File: src/rtl/dpd_pkg.sv
// ----------------------------------------------------------------------------
// dpd_pkg - shared types and float helpers for the int8 dot-product block
// Job word passed from the accumulator front to the float back end, queue
// sizing, and classification of binary32 special operands.
// ----------------------------------------------------------------------------
package dpd_pkg;

  localparam int JOBQ_DEPTH = 2;
  localparam int JOBQ_AW    = 1;
  localparam int JOBQ_CW    = 2;

  localparam logic [31:0] CANON_NAN = 32'h7FC00000;
  localparam logic [30:0] INF_MAG   = 31'h7F800000;

  // One finished dot product waiting for its epilogue.
  typedef struct packed {
    logic [31:0] acc;
    logic [31:0] wscale;
    logic [31:0] ascale;
    logic [31:0] bias;
  } job_t;

  // Early-out result for special operands.
  typedef struct packed {
    logic        hit;
    logic [31:0] bits;
  } spec_t;

  function automatic logic f_nan(input logic [31:0] x);
    f_nan = (x[30:23] == 8'hFF) && (x[22:0] != 23'd0);
  endfunction

  function automatic logic f_inf(input logic [31:0] x);
    f_inf = (x[30:0] == INF_MAG);
  endfunction

  function automatic logic f_zero(input logic [31:0] x);
    f_zero = (x[30:0] == 31'd0);
  endfunction

  // a * b, special operands only.
  function automatic spec_t mul_special(input logic [31:0] a, input logic [31:0] b);
    spec_t r;
    logic  sx;
    sx = a[31] ^ b[31];
    r.hit  = 1'b1;
    r.bits = CANON_NAN;
    if (f_nan(a) || f_nan(b) || (f_inf(a) && f_zero(b)) || (f_zero(a) && f_inf(b))) begin
      r.bits = CANON_NAN;
    end else if (f_inf(a) || f_inf(b)) begin
      r.bits = {sx, INF_MAG};
    end else if (f_zero(a) || f_zero(b)) begin
      r.bits = {sx, 31'd0};
    end else begin
      r.hit = 1'b0;
    end
    mul_special = r;
  endfunction

  // a * b + c, special operands only.
  function automatic spec_t fma_special(input logic [31:0] a, input logic [31:0] b,
                                        input logic [31:0] c);
    spec_t r;
    logic  sp;
    logic  p_inf;
    logic  p_zero;
    sp     = a[31] ^ b[31];
    p_inf  = f_inf(a) || f_inf(b);
    p_zero = f_zero(a) || f_zero(b);
    r.hit  = 1'b1;
    r.bits = CANON_NAN;
    if (f_nan(a) || f_nan(b) || f_nan(c) || (f_inf(a) && f_zero(b)) ||
        (f_zero(a) && f_inf(b)) || (p_inf && f_inf(c) && (sp != c[31]))) begin
      r.bits = CANON_NAN;
    end else if (p_inf) begin
      r.bits = {sp, INF_MAG};
    end else if (f_inf(c)) begin
      r.bits = c;
    end else if (p_zero) begin
      if (f_zero(c)) begin
        r.bits = (sp == c[31]) ? {sp, 31'd0} : 32'd0;
      end else begin
        r.bits = c;
      end
    end else begin
      r.hit = 1'b0;
    end
    fma_special = r;
  endfunction

endpackage

File: src/rtl/dpd_jobq.sv
// ----------------------------------------------------------------------------
// dpd_jobq - short job queue
// Register FIFO between the accumulator front and the float back end.
// ----------------------------------------------------------------------------
module dpd_jobq (
  input  logic          clk,
  input  logic          rst,
  input  logic          wr,
  input  dpd_pkg::job_t wdata,
  output logic          full,
  input  logic          rd,
  output logic          empty,
  output dpd_pkg::job_t rdata
);

  dpd_pkg::job_t                 mem [dpd_pkg::JOBQ_DEPTH];
  logic [dpd_pkg::JOBQ_AW-1:0]   wptr;
  logic [dpd_pkg::JOBQ_AW-1:0]   rptr;
  logic [dpd_pkg::JOBQ_CW-1:0]   count;
  logic                          do_wr;
  logic                          do_rd;

  assign full  = (count == dpd_pkg::JOBQ_CW'(dpd_pkg::JOBQ_DEPTH));
  assign empty = (count == '0);
  assign do_wr = wr && !full;
  assign do_rd = rd && !empty;
  assign rdata = mem[rptr];

  always_ff @(posedge clk) begin
    if (do_wr) begin
      mem[wptr] <= wdata;
    end
  end

  always_ff @(posedge clk) begin
    if (rst) begin
      wptr  <= '0;
      rptr  <= '0;
      count <= '0;
    end else begin
      if (do_wr) begin
        wptr <= wptr + 1'b1;
      end
      if (do_rd) begin
        rptr <= rptr + 1'b1;
      end
      if (do_wr && !do_rd) begin
        count <= count + 1'b1;
      end else if (do_rd && !do_wr) begin
        count <= count - 1'b1;
      end
    end
  end

  a_count_bound: assert property (@(posedge clk) disable iff (rst)
    count <= dpd_pkg::JOBQ_CW'(dpd_pkg::JOBQ_DEPTH))
    else $error("job queue count past depth");

  a_ptr_gap: assert property (@(posedge clk) disable iff (rst)
    (count == '0 || full) |-> (wptr == rptr))
    else $error("job queue pointers disagree with count");

  a_rd_drains: assert property (@(posedge clk) disable iff (rst)
    (do_rd && !do_wr) |=> (count == $past(count) - 1'b1))
    else $error("job queue read lost");

endmodule

File: config.mk
export PLATFORM = sky130hd
export DESIGN_NAME = dpd_jobq
export DESIGN_NICKNAME = d
export VERILOG_FILES = /design/src/rtl/dpd_pkg.sv /design/src/rtl/dpd_jobq.sv
export SDC_FILE = /design/constraint.sdc
export NUM_CORES = 1
export LEC_CHECK = 0
export BUFFER_PORTS_ARGS = -buffer_cell sky130_fd_sc_hd__buf_2
export CELL_PAD_IN_SITES_DETAIL_PLACEMENT = 1
export CELL_PAD_IN_SITES_GLOBAL_PLACEMENT = 1
export CORE_MARGIN = 2
export CORE_UTILIZATION = 25
export DETAILED_ROUTE_END_ITERATION = 6
export PLACE_DENSITY = 0.57
export SLEW_MARGIN = 10
export SYNTH_ARGS = -nofsm -noshare
export SYNTH_HDL_FRONTEND = slang
export SYNTH_SLANG_ARGS = --single-unit
File: constraint.sdc
create_clock -name clk -period 5.05 [get_ports clk]
set_clock_uncertainty 0.1 [all_clocks]
set_input_delay 1.01 -clock clk [delete_from_list [all_inputs] [get_ports clk]]
set_output_delay 1.01 -clock clk [all_outputs]
set_load 0.01 [all_outputs]
# After elaboration in Yosys (flattened, before gate mapping)
# Memories as Yosys holds them, arrays and structs flattened. A register that Yosys moved wholly into a read port is not among the register bits.
# Index checks and enable logic that the tools add are counted.
[totals] register_bits=4 out_inout_bits=130 n_memories=1 input_bits=132 ramBits=256
[mem_list] memory="mem" depth=2 word_bits=128 read_ports=1 rd_clocked_by_memory_dff=1 write_ports=1 line_no="dpd_jobq.sv:16" source="dpd_pkg::job_t mem [dpd_pkg::JOBQ_DEPTH];"
[op_classes] muxes=6 eq_ne=1 reduce_logical=10 add_sub_neg=4
[op_table] op="$logic_and A1 B1 Y1" n=4
[op_table] op="$logic_not A1 Y1" n=4
[op_table] op="$mux W1" n=4
[op_table] op="$mux W2" n=2
[op_table] op="$add A1 B1 Y1 const B" n=2
[op_table] op="$add A2 B1 Y2 const B" n=1
[op_table] op="$eq A2 B2 Y1 const B" n=1
[op_table] op="$logic_not A2 Y1" n=1
[op_table] op="$reduce_bool A2 Y1" n=1
[op_table] op="$sub A2 B1 Y2 const B" n=1

# Depth between registers and ports, before layout
[depth] ltp_word=7 ltp_mapped=6 mapped_depth_nobuf=6

# Worst setup path after synthesis
# OpenSTA, ideal clock, no wires.
[synth_path] path_kind="input to register" startpoint="in wr" endpoint="mem mem[1][0] (netlist bit), enable pin" slack_ns=0.303 setup_ns=0.503 t_arrival_ns=4.145 cell_stages=3 path_buffers=0 path_cell_list="inv_1 > nor2_1 > and2_1"
[synth_via] elab_chain_cells=3
[synth_lines] item="start: declaration" line_no="dpd_jobq.sv:8" source="input logic wr,"
[synth_lines] item="$logic_and A1 B1 Y1" line_no="dpd_jobq.sv:25" source="assign do_wr = wr && !full;"
[synth_lines] item="net do_wr" line_no="dpd_jobq.sv:20" source="logic do_wr;"
[synth_lines] item="$mux W1" line_no="dpd_jobq.sv:30" source="if (do_wr) begin"
[synth_lines] item="$mux W1 (implied by the code)" line_no="dpd_jobq.sv:31" source="mem[wptr] <= wdata;"
[synth_lines] item="end: declaration" line_no="dpd_jobq.sv:16"
# The timed path passes the listed nets, and every way through them passes these cells.

==> metrics.txt <==
Synth Area per Inst 22.4 um2; largest net degree at the start of global routing 78; Clock Path Buffers 3; register area 0.00779 mm2; layout cell share with drive strength beyond 1 0.601; # hold bufs at CTS 0; final hold vios 0; clk sinks 261; Initial Util 0.253; initial antenna violation count 6; worst vdd ir 0.389 mV; RSZ-0062 raised after global routing false; port bufs 261; final WL 20.6 mm; status completed; MaxCap Viol Count 0; CTS tree yes; Ports 262; H-tree levels 1; first-pass GRT wire length 30.3 mm; via/cell ratio 3.96; Crit Path Max Fanout 42; DR DRC count 0; clock slew at reported path FFs 0.06 ns; Slew @ Worst Pin 0.692 ns; number of gates resized after CTS 0; worst path bufs/invs 2; worst path required time 3.94 ns; power per cell area 516 mW/mm2; initial drt markers 186; Clock Latency Late Sink 0.55 ns; Critical Path Slowest Stage Cell buf_4; M1 wire length 7.74 mm; Placer Congestion 0.670; core area 0.0375 mm2; post-route ant nets 0; die width 199 um; WL per Instance 16.5 um; final setup vio count 0; hpwl dp 13.2 mm; post-CTS setup repair buffer count 0; CP arrival 2.13 ns; clk root buf clkbuf_16; area occupied by multi-input gates 0.00155 mm2; Die ar. 0.0395 mm2; Seq cells post-synth 261; Ys Warns 0; # fillers 3932; Layout Area Growth over Synthesis 30.2%; Die Ht 199 um; Total Neg Setup Slack 0 ns; Vias 4923; CP Cell Sequence buf_4, mux2_2, buf_2; GRT Overall Usage 0.101; vias in the first global route 5347; Met3 Wirelength 1.88 mm; Hold Slack 0.411 ns; Crit path max-delay family buffers and inverters; Leakage 4.49 nW; CP Launch Type flip-flop; DRT Pass-1 Iters 4; Slew headroom 0.539; Max Slew Vio Count 0; synth unique cells 14; CP Capture Type primary output; total power 6.37 mW; Final nets 841; Mapped Area 0.00949 mm2; worst min path class reg -> reg; Synth Net Count 556; slowest stage delay, CP 0.51 ns; Fmax 308 MHz; post-synthesis sequential area ratio 0.821; Rows 71; Final min period 3.24 ns; grt ovf 0; synthesized instance count 423; metal2 WL 10.3 mm; post-route clock period utilization 0.642; TritonCTS Buffers 30; Crit Path Category reg -> out; highest metal used met5
cell families (layout without fill, tap and decap cells):
kind of cell | Yosys count | after routing | share of synthesized area
XOR/XNOR | 3 | 3 | 0.00277
other | 0 | 1 | 0
AND/OR/NAND/NOR | 9 | 9 | 0.00488
flip-flops | 261 | 261 | 0.821
multiplexers | 128 | 128 | 0.152
AO/OA/AOI/OAI | 5 | 5 | 0.00264
adder cells (fa/ha/maj) | 1 | 1 | 0.00132
buffers and inverters | 16 | 325 | 0.0158
cell type report:
| type | count | area share |
|---|---|---|
| Tap cell | 511 | 0.0518 |
| Multi-Input combinational cell | 146 | 0.126 |
| Antenna cell | 1 | 0.000203 |
| Clock buffer | 40 | 0.0655 |
| Inverter | 2 | 0.000810 |
| Clock inverter | 16 | 0.0129 |
| Timing Repair Buffer | 267 | 0.112 |
| Sequential cell | 261 | 0.631 |
path summary, 6_finish.rpt:
check,from,to,slack [ns],cells after the start
setup / recovery,flip-flop,rdata[86],1.81,3
hold reg to reg,rptr,flip-flop,0.41,2
setup reg to reg,count[1],mem[0][92],2.97,4
hold / removal,rptr,flip-flop,0.41,2
cells in the final DEF (no fill, tap or decap):
master,count
buf_2,261
edfxtp_1,256
mux2_2,128
clkbuf_16,31
clkbuf_1,9
clkinv_1,6
nor2_1,5
dfxtp_1,4
o21ai_0,3
xor2_1,3
clkinvlp_4,3
bufinv_16,3
clkinv_2,3
buf_12,3
buf_4,3
or3_1,2
a21oi_1,2
diode_2,1
inv_1,1
nor2b_2,1
and2_4,1
inv_4,1
ha_1,1
dfxtp_4,1
clkinv_4,1
power breakdown:
part	switching (mW)	internal [mW]	leakage, nW
Sequential	0.0724	2.72	2.43
Clock	0.855	1.27	0.461
Combinational	0.794	0.654	1.59
flip-flops by register name, summed over array words and instances (netlist names), named ones only:
name / flops
count: 2
mem: 256
rptr: 1
wptr: 1
tightest hold or removal path: cells and delay by family (launching register included):
kind                      cells  cell delay [ns]
xor gates and xnor gates      1             0.08
and+or+nand+nor               1             0.07
DFF                           1             0.33
stage by stage:
stage	area [um2]	cells	setup slack, ns	util
2_1_floorplan	9490	423	0.303	-
3_5_place_dp	11400	1187	2.27	0.304
3_3_place_gp	11400	1187	2.30	0.304
5_1_grt	12400	1244	1.67	0.330
4_1_cts	12400	1243	1.73	0.329
6_report	12400	1244	1.81	0.330
synthesized netlist by cell type:
library cell,n,area (um2)
a21oi_1,2,10.0
nor2_1,5,18.8
xor2_1,3,26.3
buf_6,10,113
inv_1,2,7.51
or3_1,2,12.5
buf_4,4,30.0
nor2b_2,1,8.76
and2_1,1,6.26
dfxtp_1,5,100
ha_1,1,12.5
edfxtp_1,256,7690
mux2_2,128,1440
o21ai_0,3,15.0
routing by layer:
| metal | vias up | GRT usage |
|---|---|---|
| li1 | 2257 | - |
| met5 | - | 0 |
| met1 | 2456 | 0.111 |
| met2 | 158 | 0.175 |
| met4 | 8 | 0.0304 |
| met3 | 44 | 0.0443 |
Power figures use the tool's default switching activity.
