[src/rtl/dpd_pkg.sv]
// ----------------------------------------------------------------------------
// dpd_pkg - shared types and float helpers for the int8 dot-product block
// Job word passed from the accumulator front to the float back end, queue
// sizing, and classification of binary32 special operands.
// ----------------------------------------------------------------------------
package dpd_pkg;

  localparam int JOBQ_DEPTH = 2;
  localparam int JOBQ_AW    = 1;
  localparam int JOBQ_CW    = 2;

  localparam logic [31:0] CANON_NAN = 32'h7FC00000;
  localparam logic [30:0] INF_MAG   = 31'h7F800000;

  // One finished dot product waiting for its epilogue.
  typedef struct packed {
    logic [31:0] acc;
    logic [31:0] wscale;
    logic [31:0] ascale;
    logic [31:0] bias;
  } job_t;

  // Early-out result for special operands.
  typedef struct packed {
    logic        hit;
    logic [31:0] bits;
  } spec_t;

  function automatic logic f_nan(input logic [31:0] x);
    f_nan = (x[30:23] == 8'hFF) && (x[22:0] != 23'd0);
  endfunction

  function automatic logic f_inf(input logic [31:0] x);
    f_inf = (x[30:0] == INF_MAG);
  endfunction

  function automatic logic f_zero(input logic [31:0] x);
    f_zero = (x[30:0] == 31'd0);
  endfunction

  // a * b, special operands only.
  function automatic spec_t mul_special(input logic [31:0] a, input logic [31:0] b);
    spec_t r;
    logic  sx;
    sx = a[31] ^ b[31];
    r.hit  = 1'b1;
    r.bits = CANON_NAN;
    if (f_nan(a) || f_nan(b) || (f_inf(a) && f_zero(b)) || (f_zero(a) && f_inf(b))) begin
      r.bits = CANON_NAN;
    end else if (f_inf(a) || f_inf(b)) begin
      r.bits = {sx, INF_MAG};
    end else if (f_zero(a) || f_zero(b)) begin
      r.bits = {sx, 31'd0};
    end else begin
      r.hit = 1'b0;
    end
    mul_special = r;
  endfunction

  // a * b + c, special operands only.
  function automatic spec_t fma_special(input logic [31:0] a, input logic [31:0] b,
                                        input logic [31:0] c);
    spec_t r;
    logic  sp;
    logic  p_inf;
    logic  p_zero;
    sp     = a[31] ^ b[31];
    p_inf  = f_inf(a) || f_inf(b);
    p_zero = f_zero(a) || f_zero(b);
    r.hit  = 1'b1;
    r.bits = CANON_NAN;
    if (f_nan(a) || f_nan(b) || f_nan(c) || (f_inf(a) && f_zero(b)) ||
        (f_zero(a) && f_inf(b)) || (p_inf && f_inf(c) && (sp != c[31]))) begin
      r.bits = CANON_NAN;
    end else if (p_inf) begin
      r.bits = {sp, INF_MAG};
    end else if (f_inf(c)) begin
      r.bits = c;
    end else if (p_zero) begin
      if (f_zero(c)) begin
        r.bits = (sp == c[31]) ? {sp, 31'd0} : 32'd0;
      end else begin
        r.bits = c;
      end
    end else begin
      r.hit = 1'b0;
    end
    fma_special = r;
  endfunction

endpackage

[src/rtl/dpd_front.sv]
// ----------------------------------------------------------------------------
// dpd_front - int8 group accumulator
// Adds four int8 products per accepted word into a wrapping 32-bit sum and
// hands a job to the queue on the last group.
// ----------------------------------------------------------------------------
module dpd_front (
  input  logic               clk,
  input  logic               rst,
  input  logic               push,
  output logic               full,
  input  logic signed [7:0]  weight_0,
  input  logic signed [7:0]  weight_1,
  input  logic signed [7:0]  weight_2,
  input  logic signed [7:0]  weight_3,
  input  logic signed [7:0]  act_0,
  input  logic signed [7:0]  act_1,
  input  logic signed [7:0]  act_2,
  input  logic signed [7:0]  act_3,
  input  logic [31:0]        weight_scale,
  input  logic [31:0]        act_scale,
  input  logic [31:0]        bias_value,
  input  logic               last_group,
  input  logic               q_full,
  output logic               q_wr,
  output dpd_pkg::job_t      q_job
);

  logic [31:0]        acc;
  logic [31:0]        acc_next;
  logic signed [15:0] p0, p1, p2, p3;
  logic signed [17:0] dsum;
  logic               accept;

  assign accept = push && !q_full;
  assign full   = q_full;

  always_comb begin
    p0       = weight_0 * act_0;
    p1       = weight_1 * act_1;
    p2       = weight_2 * act_2;
    p3       = weight_3 * act_3;
    dsum     = 18'(p0) + 18'(p1) + 18'(p2) + 18'(p3);
    acc_next = acc + 32'(dsum);
  end

  assign q_wr         = accept && last_group;
  assign q_job.acc    = acc_next;
  assign q_job.wscale = weight_scale;
  assign q_job.ascale = act_scale;
  assign q_job.bias   = bias_value;

  always_ff @(posedge clk) begin
    if (rst) begin
      acc <= 32'd0;
    end else if (accept) begin
      acc <= last_group ? 32'd0 : acc_next;
    end
  end

  a_clear_on_last: assert property (@(posedge clk) disable iff (rst)
    (accept && last_group) |=> (acc == 32'd0))
    else $error("accumulator not cleared after last group");

  a_hold_when_blocked: assert property (@(posedge clk) disable iff (rst)
    (push && q_full) |=> $stable(acc))
    else $error("accumulator moved on a blocked word");

  a_job_only_on_accept: assert property (@(posedge clk) disable iff (rst)
    q_wr |-> !q_full)
    else $error("job written into a full queue");

endmodule

[config.mk]
export PLATFORM = sky130hd
export DESIGN_NAME = dpd_front
export DESIGN_NICKNAME = d
export VERILOG_FILES = /design/src/rtl/dpd_pkg.sv /design/src/rtl/dpd_front.sv
export SDC_FILE = /design/constraint.sdc
export NUM_CORES = 1
export LEC_CHECK = 0
export CELL_PAD_IN_SITES_DETAIL_PLACEMENT = 1
export CELL_PAD_IN_SITES_GLOBAL_PLACEMENT = 1
export CORE_MARGIN = 2
export CORE_UTILIZATION = 55
export DETAILED_ROUTE_END_ITERATION = 12
export DONT_BUFFER_PORTS = 1
export GPL_ROUTABILITY_DRIVEN = 0
export PLACE_DENSITY = 0.87
export SETUP_SLACK_MARGIN = 0.2
export SYNTH_ARGS = -nofsm -noshare
export SYNTH_HDL_FRONTEND = slang
export SYNTH_SLANG_ARGS = --single-unit
[constraint.sdc]
create_clock -name clk -period 29 [get_ports clk]
set_input_delay 8.7 -clock clk [delete_from_list [all_inputs] [get_ports clk]]
set_output_delay 8.7 -clock clk [all_outputs]
set_load 0.05 [all_outputs]
; ---- After elaboration in Yosys (flattened, before gate mapping)
; Cells that the tools add are included.
[word_totals]
register_bits = 32
latch_bits = 0
ramBits = 0
rom_bits = 0
inputBits = 165
output_inout_bits = 130
wordCells = 13
mem_count = 0
[classes]
addsub = 4
n_mul = 4
div = 0
order_cmp = 0
n_eq_ne = 0
shift = 0
mux = 1
bitwise = 0
reduce_logical = 3
[ops]
columns = op, n
row1 = $mul A8 B8 Y16, 4
row2 = $add A32 B32 Y32, 1
row3 = $mux W32, 1
row4 = $add A17 B16 Y18, 1
row5 = $add A18 B16 Y18, 1
row6 = $add A16 B16 Y17, 1
row7 = $logic_and A1 B1 Y1, 2
row8 = $logic_not A1 Y1, 1

; ---- Depth between registers and ports, before layout
; Gate-level depths: netlist of the first run.
[depth]
depth_word = 6
ltp_mapped = 36
mapped_depth_nobuf = 36

; ---- Least setup slack after synthesis of the first run
; Ideal clock, no wire load.
[synth_timing]
path_kind = input-to-output
from = input act_3[0]
to = output q_job[127] (netlist name)
t_arrival_ns = 17.031
t_required_ns = 20.300
slack_ns = 3.269
stages = 31
path_buffers = 1
cell_sequence = nand2_1 > inv_1 > fa_1 > fa_1 > inv_1 > fa_1 > inv_1 > fa_1 > fa_1 > fa_1 > fa_1 > inv_1 > fa_1 > inv_1 > ha_1 > or2_2 > a21oi_1 > a31oi_1 > a31oi_1 > xnor2_1 > inv_1 > ha_1 > buf_4 > a21oi_2 > o21ai_2 > a2111oi_2 > o22ai_1 > a41oi_2 > o21ai_2 > mux2i_2 > xnor2_1
[synth_rtl]
columns = element, line_no
row1 = start: declaration, dpd_front.sv:18  ; input logic signed [7:0] act_3,
row2 = end: declaration, dpd_front.sv:25  ; output dpd_pkg::job_t q_job

==> results.json, run 1 <==
{
  "yosysWarnings": 0,
  "port_buffers": 0,
  "diodes": 0,
  "cts_buffers": 5,
  "cap_violations": 0,
  "drc": 0,
  "cpPeakStageDelay_ns": 0.85,
  "drt_iter0_drc": 453,
  "synth_ff_type": "dfxtp_1",
  "first_global_vias": 12300,
  "synthTopCellsByArea": "fa_1 44%, ha_1 11%, inv_1 9.8%, and2_1 6.1%, buf_4 5.1%",
  "vias": 10200,
  "synth_top_area_share_pct": 44.4,
  "hpwl_um": 34100,
  "worstSkewPairLatency_ns": 0.29,
  "critPathCaptureType": "primary output",
  "cts_tree": "yes",
  "largest-register": "acc",
  "fin_area_mm2": 0.0143,
  "rsz0062_at_grt": "no",
  "start_kind": "primary input",
  "cts_setup_buffers": 0,
  "antenna_found_initial": 0,
  "setup_slack_ns": 2.24,
  "cts_htree_levels": 2,
  "coreArea_mm2": 0.0258,
  "synth_edf_count": 0,
  "multiInputGateArea_mm2": 0.0115,
  "clockBufferDepth": 2,
  "wire_per_inst_um": 21.5,
  "largestRegisters": "acc: 32 flops",
  "ant_nets": 0,
  "nFillCells": 2956,
  "yosys_register_bits": 32,
  "clkTransAtPathRegs_ns": 0.05,
  "syn_inst": 1552,
  "rows": 59,
  "cp_slowest_cell": "xnor2_1",
  "hold_viol_final": 0,
  "grt_pass1_wl_um": 63600,
  "place_ws_ns": 2.26,
  "synthToLayoutAreaGrowth_pct": -0.740,
  "setup_tns_ns": 0,
  "crit_path_max_fanout": 17,
  "vias_per_cell": 5.70,
  "finalSetupViolations": 0,
  "outcome": "finished, final reports clean",
  "io_pins": 295,
  "fin_crit_sh_pct": 92.3,
  "die_height_um": 166,
  "skew_ns": 0.00808,
  "hold_buffers": 0,
  "grt_max_degree": 41,
  "fin_crit_ns": 26.76,
  "die_w_um": 166,
  "grt_util_all_layers_pct": 29.1,
  "crit_arrival_ns": 18.06,
  "holdCritPathClass": "register to register",
  "yosysTopAreaCell": "fa_1",
  "cts.sinks": 32,
  "ys_types": 62,
  "drtPass1Iterations": 5,
  "routed_wl_um": 38600,
  "relSlewSlack_pct": 19.7,
  "post_cts_resize_count": 0,
  "async_flop_share_pct": 0,
  "grt.overflow.total": 0,
  "placed_cells": 1789,
  "fin_cells": 1797,
  "seq_area_frac_synth_pct": 4.45,
  "synth_nets": 2165,
  "synth_area_per_cell_um2": 9.27,
  "timing.fmax_mhz": 37.4,
  "cts-root-buf": "clkbuf_16",
  "nets": 2074,
  "die_area_mm2": 0.0275,
  "cpMostUsedCell": "fa_1",
  "worst_pin_slew_ns": 1.20,
  "start_util_pct": 55.7,
  "drv_slew": 0,
  "drive_gt1_share_pct": 3.08,
  "largest_reg_flops": 32,
  "syn_area_mm2": 0.0144,
  "cp.required_ns": 20.30,
  "critPathKind": "primary input to primary output",
  "placed_area_mm2": 0.0141,
  "seqCellArea_um2": 641
}
==> through the flow <==
| stage | hold WS (ns) | utilization (%) |
|---|---|---|
| 2_1_floorplan | 0.436 | - |
| 3_3_place_gp | 0.444 | 54.7 |
| 3_5_place_dp | 0.455 | 54.7 |
| 4_1_cts | 0.462 | 55.3 |
| 5_1_grt | 0.480 | 55.3 |
| 6_report | 0.456 | 55.3 |
==> metal layers <==
layer	up-vias	global-route usage (%)	wire, um
met2	329	52.5	20500
met5	-	0	0
li1	4404	-	-
met4	0	14.1	2120
met1	5362	34.0	14100
met3	150	4.17	1960
==> cells in the mapped netlist, drive strengths merged, types with 3 or more instances <==
cell type,n
fa,319
a21oi,39
xor2,11
or4b,3
nor2,53
nand2,99
clkbuf,15
nor3,12
ha,129
nand4,3
and3,7
xnor2,44
buf,99
a21o,14
nor2b,14
o211ai,7
dfxtp,32
o21bai,4
nand3,22
a22oi,23
o31ai,3
inv,377
o21a,15
nand2b,16
and2,141
or3,4
o21ai,17
==> cell usage in the layout (no fill, tap or decap), types with 16 or more instances in the layout <==
| cell type | Yosys | layout |
|---|---|---|
| and2_1 | 141 | 141 |
| buf_4 | 98 | 16 |
| nand2b_1 | 16 | 16 |
| dfxtp_1 | 32 | 32 |
| nor2_1 | 53 | 53 |
| inv_1 | 377 | 377 |
| nand2_1 | 99 | 99 |
| nand3_1 | 20 | 20 |
| fa_1 | 319 | 319 |
| ha_1 | 129 | 129 |
| a21oi_1 | 35 | 35 |
| xnor2_1 | 44 | 44 |
| a22oi_1 | 23 | 23 |
==> cells by family (layout without fill, tap and decap cells) <==
family	after synthesis	after routing	share of synthesized area (%)
multiplexers	1	1	0.0956
adder cells (fa/ha/maj)	448	448	55.6
buffers and inverters	491	401	15.4
AND/OR/NAND/NOR	382	382	13.9
XOR/XNOR	55	55	3.35
flip-flops	32	32	4.45
AO/OA/AOI/OAI	143	143	7.21
==> worst max-delay path, delay by kind of cell <==
| kind | cells | cell delay, ns |
|---|---|---|
| simple gates | 2 | 0.89 |
| fa+ha+maj | 10 | 4.62 |
| mux | 1 | 0.18 |
| buf+inv | 5 | 0.81 |
| xor+xnor | 2 | 0.94 |
| compound gates | 9 | 1.92 |
==> path summary, 6_finish.rpt <==
| kind | to | cells after the start | startpoint | slack, ns |
|---|---|---|---|---|
| hold reg to reg | acc[17]$_SDFFE_PP0P_ | 2 | acc[17]$_SDFFE_PP0P_ | 0.46 |
| hold / removal | acc[17]$_SDFFE_PP0P_ | 2 | acc[17]$_SDFFE_PP0P_ | 0.46 |
| setup reg to reg | acc[18]$_SDFFE_PP0P_ | 12 | acc[0]$_SDFFE_PP0P_ | 25.56 |
| setup / recovery | q_job[127] | 29 | act_1[0] | 2.24 |
==> area by class of cell <==
type                            count  share of cell area, %
Tap cell                          335                   2.94
Clock inverter                      2                  0.105
Clock buffer                        6                  0.973
Multi-Input combinational cell   1029                   80.8
Timing Repair Buffer               16                  0.841
Inverter                          377                   9.91
Sequential cell                    32                   4.49
Power of run 1 is left out: the tool's default activity adds up to more than one toggle a clock period on the data nets, which glitch-free logic cannot reach.
==> inputs of run 2 (changes only) <==
--- a/config.mk
+++ b/config.mk
@@ -8,11 +8,12 @@
 export CELL_PAD_IN_SITES_DETAIL_PLACEMENT = 1
 export CELL_PAD_IN_SITES_GLOBAL_PLACEMENT = 1
 export CORE_MARGIN = 2
-export CORE_UTILIZATION = 55
+export CORE_UTILIZATION = 47
 export DETAILED_ROUTE_END_ITERATION = 12
 export DONT_BUFFER_PORTS = 1
 export GPL_ROUTABILITY_DRIVEN = 0
-export PLACE_DENSITY = 0.87
+export HOLD_SLACK_MARGIN = 0.08
+export PLACE_DENSITY = 0.76
 export SETUP_SLACK_MARGIN = 0.2
 export SYNTH_ARGS = -nofsm -noshare
 export SYNTH_HDL_FRONTEND = slang
==> results.json, run 2 (synthesized netlist as in run 1, its figures left out) <==
{
  "cap_violations": 0,
  "cts-root-buf": "clkbuf_16",
  "worstReg2RegEnd": "acc[25]$_SDFFE_PP0P_",
  "cts_htree_levels": 2,
  "placed_cells": 1855,
  "drtPass1Iterations": 4,
  "worstSkewPairLatency_ns": 0.29,
  "seqCellArea_um2": 641,
  "grt_pass1_wl_um": 57300,
  "largest_reg_flops": 32,
  "fin_cells": 1863,
  "clkTransAtPathRegs_ns": 0.06,
  "largestRegisters": "acc: 32 flops",
  "critPathKind": "primary input to primary output",
  "hold_viol_final": 0,
  "first_global_vias": 11100,
  "diodes": 0,
  "setup_tns_ns": 0,
  "start_kind": "primary input",
  "grt.overflow.total": 0,
  "cts_setup_buffers": 0,
  "die_area_mm2": 0.0320,
  "drive_gt1_share_pct": 3.41,
  "wire_per_inst_um": 18.7,
  "synthToLayoutAreaGrowth_pct": 0.252,
  "cp-startpoint": "act_1[0]",
  "cts.sinks": 32,
  "start_util_pct": 47.4,
  "ant_nets": 0,
  "nets": 2079,
  "vias": 9749,
  "holdCritPathClass": "register to register",
  "final_common_cell": "inv_1",
  "skew_ns": 0.00668,
  "io_pins": 295,
  "finalSetupViolations": 0,
  "drc": 0,
  "multiInputGateArea_mm2": 0.0115,
  "cp_slowest_cell": "xnor2_1",
  "worst_pin_slew_ns": 1.15,
  "r2r_setup_slack_ns": 25.79,
  "die_w_um": 179,
  "relSlewSlack_pct": 23.0,
  "layout_common_cells": "377 x inv_1, 319 x fa_1, 141 x and2_1",
  "drv_slew": 0,
  "grt_util_all_layers_pct": 23.0,
  "hpwl_um": 31500,
  "reg2reg_from": "acc[13]$_SDFFE_PP0P_",
  "reg2reg_depth": 10,
  "critPathCaptureType": "primary output",
  "grt_max_degree": 41,
  "hold_buffers": 0,
  "crit_path_max_fanout": 17,
  "clockBufferDepth": 2,
  "cts_tree": "yes",
  "cpPeakStageDelay_ns": 0.90,
  "coreArea_mm2": 0.0303,
  "cts_buffers": 5,
  "routed_wl_um": 34800,
  "fin_crit_sh_pct": 92.2,
  "outcome": "finished, final reports clean",
  "place_ws_ns": 2.18,
  "crit_end": "q_job[127]",
  "rows": 64,
  "post_cts_resize_count": 0,
  "port_buffers": 0,
  "antenna_found_initial": 0,
  "timing.fmax_mhz": 37.4,
  "rsz0062_at_grt": "no",
  "fin_crit_ns": 26.74,
  "setup_slack_ns": 2.26,
  "cp.required_ns": 20.30,
  "crit_arrival_ns": 18.04,
  "drt_iter0_drc": 378,
  "largest-register": "acc",
  "vias_per_cell": 5.23,
  "cpMostUsedCell": "fa_1",
  "holdWs_ns": 0.469,
  "nFillCells": 3484,
  "die_height_um": 179
}
## run 2: cell types whose count changed in the layout (fill, tap and decap cells not counted)
cell and delta:
clkinvlp_4 -2, buf_4 +5, clkbuf_8 +1, bufinv_16 +1
## run 2: how the worst min path moves through the flow
stage                                 endpoint  depth (start not counted)                  from  slack, ns
final                     acc[17]$_SDFFE_PP0P_                          2  acc[17]$_SDFFE_PP0P_       0.47
after global routing      acc[17]$_SDFFE_PP0P_                          2  acc[17]$_SDFFE_PP0P_       0.49
after CTS                 acc[17]$_SDFFE_PP0P_                          2  acc[17]$_SDFFE_PP0P_       0.47
after detailed placement  acc[17]$_SDFFE_PP0P_                          2  acc[17]$_SDFFE_PP0P_       0.46
after global placement    acc[17]$_SDFFE_PP0P_                          2  acc[17]$_SDFFE_PP0P_       0.45
after floorplan           acc[17]$_SDFFE_PP0P_                          2  acc[17]$_SDFFE_PP0P_       0.44
## run 2: per-stage QoR
step	util, %	area (um^2)
CTS	47.5	14400
detailed placement	46.9	14200
global placement	46.9	14200
finish	47.5	14400
floorplan	-	14400
global route	47.5	14400
## run 2: cell type report
cell class	instances	area share (%)
clock buffers	7	1.06
clock inverters	1	0.208
inverters	377	9.81
multi-input cells	1029	80.0
flip-flops and latches	32	4.44
well taps	396	3.44
repair buffers	21	1.09
## run 2: metal layers
layer | up-vias | global-route usage (%) | share of wire [%]
met3 | 64 | 3.12 | 4.2
met5 | - | 0 | 0
met2 | 171 | 40.4 | 52
met1 | 5099 | 30.1 | 41
li1 | 4415 | - | -
met4 | 0 | 5.66 | 2.6
## run 2: critical path: cells and delay by family
family,cells,cell delay (ns)
compound gates,9,1.90
simple gates,2,0.87
xor+xnor,2,0.99
fa+ha+maj,10,4.61
mux,1,0.18
buf+inv,5,0.77
Power of run 2 is left out for the same reason.
